## src/assert_macros.svh

```systemverilog
// Assertion macros used by the top level of the cache tag store.
`ifndef ASSERT_MACROS_SVH
`define ASSERT_MACROS_SVH

// Assert a property sampled on the rising clock edge, disabled while reset is low.
`define SALC_ASSERT(lbl, clk, rstn, prop, msg) \
  lbl: assert property (@(posedge clk) disable iff (!rstn) (prop)) else $error(msg);

// Assert that an antecedent implies a consequent in the same cycle.
`define SALC_ASSERT_IMPL(lbl, clk, rstn, ante, cons, msg) \
  lbl: assert property (@(posedge clk) disable iff (!rstn) (ante) |-> (cons)) else $error(msg);

`endif

```

## src/salc_pkg.sv

```systemverilog
// Shared types, constants and register codes of the cache tag store.
package salc_pkg;

  // Default geometry of the tag store.
  localparam int SETS_DEF = 64;
  localparam int WAYS_DEF = 8;

  // Fixed field widths.
  localparam int ADDR_W     = 64;
  localparam int TAG_W      = 62;
  localparam int CNT_W      = 32;
  localparam int OUT_DATA_W = 104;
  localparam int PADDR_W    = 4;
  localparam int PDATA_W    = 32;

  // Configuration register indexes (byte address bits [3:2]).
  localparam logic [1:0] REG_SET_BITS    = 2'd0;
  localparam logic [1:0] REG_OFFSET_BITS = 2'd1;
  localparam logic [1:0] REG_WAYS_IN_USE = 2'd2;

  // Configuration register values.
  typedef struct packed {
    logic [2:0] set_bits;
    logic [5:0] offset_bits;
    logic [3:0] ways_in_use;
  } cfg_t;

  // Commands from the controller to the datapath.
  typedef struct packed {
    logic clear;
    logic capture;
    logic update;
  } cmd_t;

  // Status from the datapath to the controller.
  typedef struct packed {
    logic clear_last;
  } sts_t;

  // Controller states.
  typedef enum logic [1:0] {
    S_CLEAR,
    S_IDLE,
    S_LOOKUP
  } state_e;

endpackage

```

## src/salc_ctrl.sv

```systemverilog
// Controller state machine: clearing sweep, request handshake and result valid.
module salc_ctrl (
  input  logic          clk_i,
  input  logic          rst_ni,
  input  logic          s_tvalid_i,
  output logic          s_tready_o,
  output logic          m_tvalid_o,
  input  logic          m_tready_i,
  input  salc_pkg::sts_t sts_i,
  output salc_pkg::cmd_t cmd_o
);
  import salc_pkg::*;

  state_e state_q, state_d;
  logic   out_valid_q, out_valid_d;
  logic   ready;

  // A request is taken only when the result register is free by the lookup cycle.
  assign ready = (state_q == S_IDLE) && (!out_valid_q || m_tready_i);

  // Next state.
  always_comb begin
    state_d = state_q;
    case (state_q)
      S_CLEAR: begin
        if (sts_i.clear_last) begin
          state_d = S_IDLE;
        end
      end
      S_IDLE: begin
        if (s_tvalid_i && ready) begin
          state_d = S_LOOKUP;
        end
      end
      S_LOOKUP: begin
        state_d = S_IDLE;
      end
      default: begin
        state_d = S_CLEAR;
      end
    endcase
  end

  // Commands and handshake outputs.
  always_comb begin
    cmd_o       = '0;
    out_valid_d = out_valid_q;
    if (out_valid_q && m_tready_i) begin
      out_valid_d = 1'b0;
    end
    case (state_q)
      S_CLEAR: begin
        cmd_o.clear = 1'b1;
      end
      S_IDLE: begin
        cmd_o.capture = s_tvalid_i && ready;
      end
      S_LOOKUP: begin
        cmd_o.update = 1'b1;
        out_valid_d  = 1'b1;
      end
      default: begin
        cmd_o = '0;
      end
    endcase
  end

  assign s_tready_o = ready;
  assign m_tvalid_o = out_valid_q;

  // State and result valid registers.
  always_ff @(posedge clk_i or negedge rst_ni) begin
    if (!rst_ni) begin
      state_q     <= S_CLEAR;
      out_valid_q <= 1'b0;
    end else begin
      state_q     <= state_d;
      out_valid_q <= out_valid_d;
    end
  end

endmodule

```

## config.mk

```make
export PLATFORM = sky130hd
export DESIGN_NAME = salc_ctrl
export DESIGN_NICKNAME = d
export VERILOG_FILES = /design/src/assert_macros.svh /design/src/salc_pkg.sv /design/src/salc_ctrl.sv
export SDC_FILE = /design/constraint.sdc
export NUM_CORES = 1
export LEC_CHECK = 0
export BUFFER_PORTS_ARGS = -buffer_cell sky130_fd_sc_hd__buf_2
export CORE_AREA = 2 2 39 41
export CTS_CLUSTER_DIAMETER = 50
export DETAILED_ROUTE_END_ITERATION = 6
export DIE_AREA = 0 0 41 43
export GPL_ROUTABILITY_DRIVEN = 0
export PLACE_DENSITY = 0.42
export SLEW_MARGIN = 20
export SYNTH_ARGS = -nofsm -noshare
export SYNTH_HDL_FRONTEND = slang
export SYNTH_SLANG_ARGS = --single-unit
```

## constraint.sdc

```tcl
create_clock -name clk_i -period 2.21 [get_ports clk_i]
set_input_delay 0.3315 -clock clk_i [delete_from_list [all_inputs] [get_ports clk_i]]
set_output_delay 0.3315 -clock clk_i [all_outputs]
set_load 0.02 [all_outputs]
```

# Word-level counts from Yosys, hierarchy flattened
# Index checks and enable logic that the tools add are counted.
# W data, S select, Z words.
# word_totals
register_bits	3
input_bits	5
output_inout_bits	5
elab_cells	22
# op_classes
n_eq_ne	4
muxes	8
n_reduce_logical	8
# ops
cell	n
$pmux W2 S3	1
$mux W1	5
$mux W2	2
$logic_and A1 B1 Y1	3
$eq A2 B1 Y1 const B	1
$eq A2 B2 Y1 const B	1
$logic_not A2 Y1	1
$ne A2 B1 Y1 const B	1
$ne A2 B2 Y1 const B	1
$reduce_and A2 Y1	1
$reduce_bool A2 Y1	1
$logic_not A1 Y1	1
$logic_or A1 B1 Y1	1

# Logic depth before layout (Yosys ltp)
# depth
word_depth	6
mapped_depth	3
depth_no_buf	3

# Least setup slack after synthesis
# No wires, ideal clock.
# synth_timing
path_type	flip-flop to output port
startpoint	register out_valid_q, in the netlist m_tvalid_o
endpoint	output cmd_o[1] in the netlist's numbering
t_arrival_ps	1051
required_ps	1879
path_slack_ps	827
stages_incl_launch_ff	4
path_buffers	0
path_cell_list	dfrtp_1 -> nand2b_4 -> and3b_4 -> and2_1
# synth_lines
item	line	source
start, declared	salc_ctrl.sv:15	logic out_valid_q, out_valid_d;
start signal, assigned	salc_ctrl.sv:78	out_valid_q <= out_valid_d;
end, declared	salc_ctrl.sv:10	output salc_pkg::cmd_t cmd_o

==> run_results.csv <==
group,metric,value,unit
clock_network,cts_resized,0,
logic_synthesis,synth_fp_nets,19,
logic_synthesis,synthesis.area,158,um2
place,dp_cells,38,
logic_synthesis,synth_warnings,0,
routing,highest_layer,"met3",
global_routing,antenna_found_initial,0,
clock_network,htreeDepth,1,
floorplanning,dieArea,0.00176,mm2
floorplanning,rows,14,
setup_path,arrival,1220,ps
worst_hold_path,hold_path_class,"in2reg",
global_routing,grt_max_degree,6,
logic_synthesis,synth-compound-area-share,7.94,%
final_layout,fin_cells,43,
flow_run,cap_violations,0,
global_routing,overflow,0,
final_layout,final_nets,33,
floorplanning,fp.dieW,41,um
routing,vias_per_cell,3.70,
logic_synthesis,synth_area_leaders,"dfrtp_1 (48%), nand2b_4 (8.7%), and3b_4 (7.9%)",
floorplanning,die_h,43,um
logic_synthesis,synth_cells,14,
timing,post-route-min-period,1560,ps
logic_synthesis,yosysSeqAreaShare,47.6,%
clock_network,cts_root_buffer,"clkbuf_4",
final_layout,finalInstanceArea,251,um2
floorplanning,core_region_area,0.00138,mm2
setup_path,cp.required,1880,ps
routing,dr_total_vias,159,
clock_network,clk_pin_slew_worst_paths,40,ps
logic_synthesis,synth_mux_area_share,0,%
logic_synthesis,syn_area_per_cell,11.3,um2
timing,hold_viol,0,
setup_path,cp_slowest_cell,"dfrtp_1",
logic_synthesis,synthSimpleGateAreaFrac,39.7,%
logic_synthesis,synth-xor-area-share,0,%
timing,slew_viol_final,0,
final_layout,drive_gt1_share,55.6,%
clock_network,hold_buffers,1,
routing,wirelength,388,um
setup_path,crit_chain,"and3b_4 -> and2_1 -> buf_2",
place,place_area,215,um2
setup_path,path_class,"reg2out",
setup_path,endpoint_kind,"output port",
routing,wire_per_inst,9.02,um
final_layout,multi_input_area,75.1,um2
timing,rsz0062_at_grt,"false",
setup_path,path_max_fanout,5,
timing,period_share,70.4,%
outcome,status,"finished clean",
global_routing,grt_pass1_wl,607,um
floorplanning,io_pins,10,
logic_synthesis,synth_top_family_by_area,"simple AND/OR/NAND/NOR gates",
setup_path,critPathMaxStageDelay,410,ps
clock_network,clockBufferDepth,2,
routing,drc,0,
logic_synthesis,synth_top_area_share,47.6,%
timing,whs,354,ps
routing,dr_wl_met3,85,um
timing,setup_tns,0,ps
timing,setup_viol,0,
routing,drtAntennaViolNets,0,
global_routing,grt_pass1_vias,157,
pwr,p_per_area,1510,mW/mm2
final_layout,n_antenna_cell,0,
logic_synthesis,synth_area_leader_cell,"dfrtp_1",
timing,max_freq,643,MHz
clock_network,tritoncts,"built",
routing,wl_met1,174,um
logic_synthesis,synth_cell_types,12,
clock_network,clk_latency,230,ps
logic_synthesis,synthAdderAreaFrac,0,%
floorplanning,initial_core_util,11.4,%
clock_network,postCtsSetupBuffers,0,
routing,wl_met2,128,um
timing,max_slew_margin,89.3,%
pwr,ir_drop,352,uV
routing,firstDrtPassIters,4,
timing,worst_pin_slew,160,ps
clock_network,cts_made_buffers,3,
setup_path,startpoint_type,"register",
routing,drtIter0Drc,3,
pwr,power_leakage,0.134,nW
global_routing,grt_usage,5.84,%
logic_synthesis,ys_seq_elements,3,
final_layout,seq_area,75.1,um2
timing,clock_skew,0.258,ps
clock_network,clkSinkCount,3,
final_layout,fill_cells,158,
final_layout,area_delta_synth_final,59.5,%
place,port_buffers,9,
[power by group]
| group | internal, mW | switching [mW] | leakage (nW) |
|---|---|---|---|
| Combinational | 0.0796 | 0.0958 | 0.0811 |
| Clock | 0.0677 | 0.0283 | 0.0150 |
| Sequential | 0.0790 | 0.0280 | 0.0377 |
[layout by cell type (no fill, tap or decap)]
cell type / count
a21o_1: 1
a21oi_1: 1
and2_1: 1
and2_4: 1
and3b_4: 1
buf_2: 9
clkbuf_1: 1
clkbuf_4: 3
dfrtp_1: 3
dlygate4sd3_1: 1
nand2b_1: 1
nand2b_4: 1
nor2_1: 1
nor2b_1: 1
nor3_1: 1
[registers in the layout, summed over array words and instances (netlist names)]
register / cells
state_q: 2
m_tvalid_o: 1
[synthesized netlist by cell type]
cell type  n
nand2b_1   1
a21o_1     1
nand2b_4   1
and3b_4    1
nor2_1     1
nor2b_1    1
and2_1     1
nor3_1     1
and2_4     1
a21oi_1    1
dfrtp_1    3
buf_4      1
[worst paths after layout]
| path | from | slack, ps | cells after the start | to |
|---|---|---|---|---|
| max in group asynchronous | rst_ni | 1680 | 2 | state_q[0]$_DFFE_PN0P_ |
| max | state_q[1]$_DFFE_PN0P_ | 650 | 3 | cmd_o[1] |
| min reg2reg | state_q[0]$_DFFE_PN0P_ | 530 | 1 | state_q[0]$_DFFE_PN0P_ |
| min in group asynchronous | rst_ni | 430 | 2 | m_tvalid_o$_DFFE_PN0P_ |
| max reg2reg | state_q[1]$_DFFE_PN0P_ | 1300 | 2 | state_q[1]$_DFFE_PN0P_ |
| min | sts_i | 350 | 3 | state_q[0]$_DFFE_PN0P_ |
[per-stage QoR]
| stage | util (%) | power (mW) | worst slack, ps |
|---|---|---|---|
| 2_1_floorplan | - | 0.233 | 827 |
| 3_3_place_gp | 15.6 | 0.277 | 830 |
| 3_5_place_dp | 15.6 | 0.282 | 821 |
| 4_1_cts | 18.2 | 0.384 | 645 |
| 5_1_grt | 18.2 | 0.403 | 601 |
| 6_report | 18.2 | 0.378 | 654 |
[per-layer routing]
layer	vias up	GRT usage [%]
li1	71	-
met1	74	6.47
met2	14	5.94
met3	0	6.81
met4	0	4.00
met5	-	0
[cell families (layout without fill, tap and decap cells)]
| family | Yosys count | after routing |
|---|---|---|
| and+or+nand+nor | 8 | 8 |
| DFF | 3 | 3 |
| AOI/OAI and AO/OA | 2 | 2 |
| buffers and inverters | 1 | 14 |
[final cells by class]
cell class              count  share of cell area, %
well taps                  16                   7.96
multi-input cells          10                   29.9
clock buffers               4                   10.4
repair buffers             10                   21.9
flip-flops and latches      3                   29.9
[worst max-delay path: cells and delay by family (launching register included)]
family        cells  cell delay (ps)
simple gates      2              440
flops             1              410
buf+inv           1              150
(Power assumes the default switching activity.)
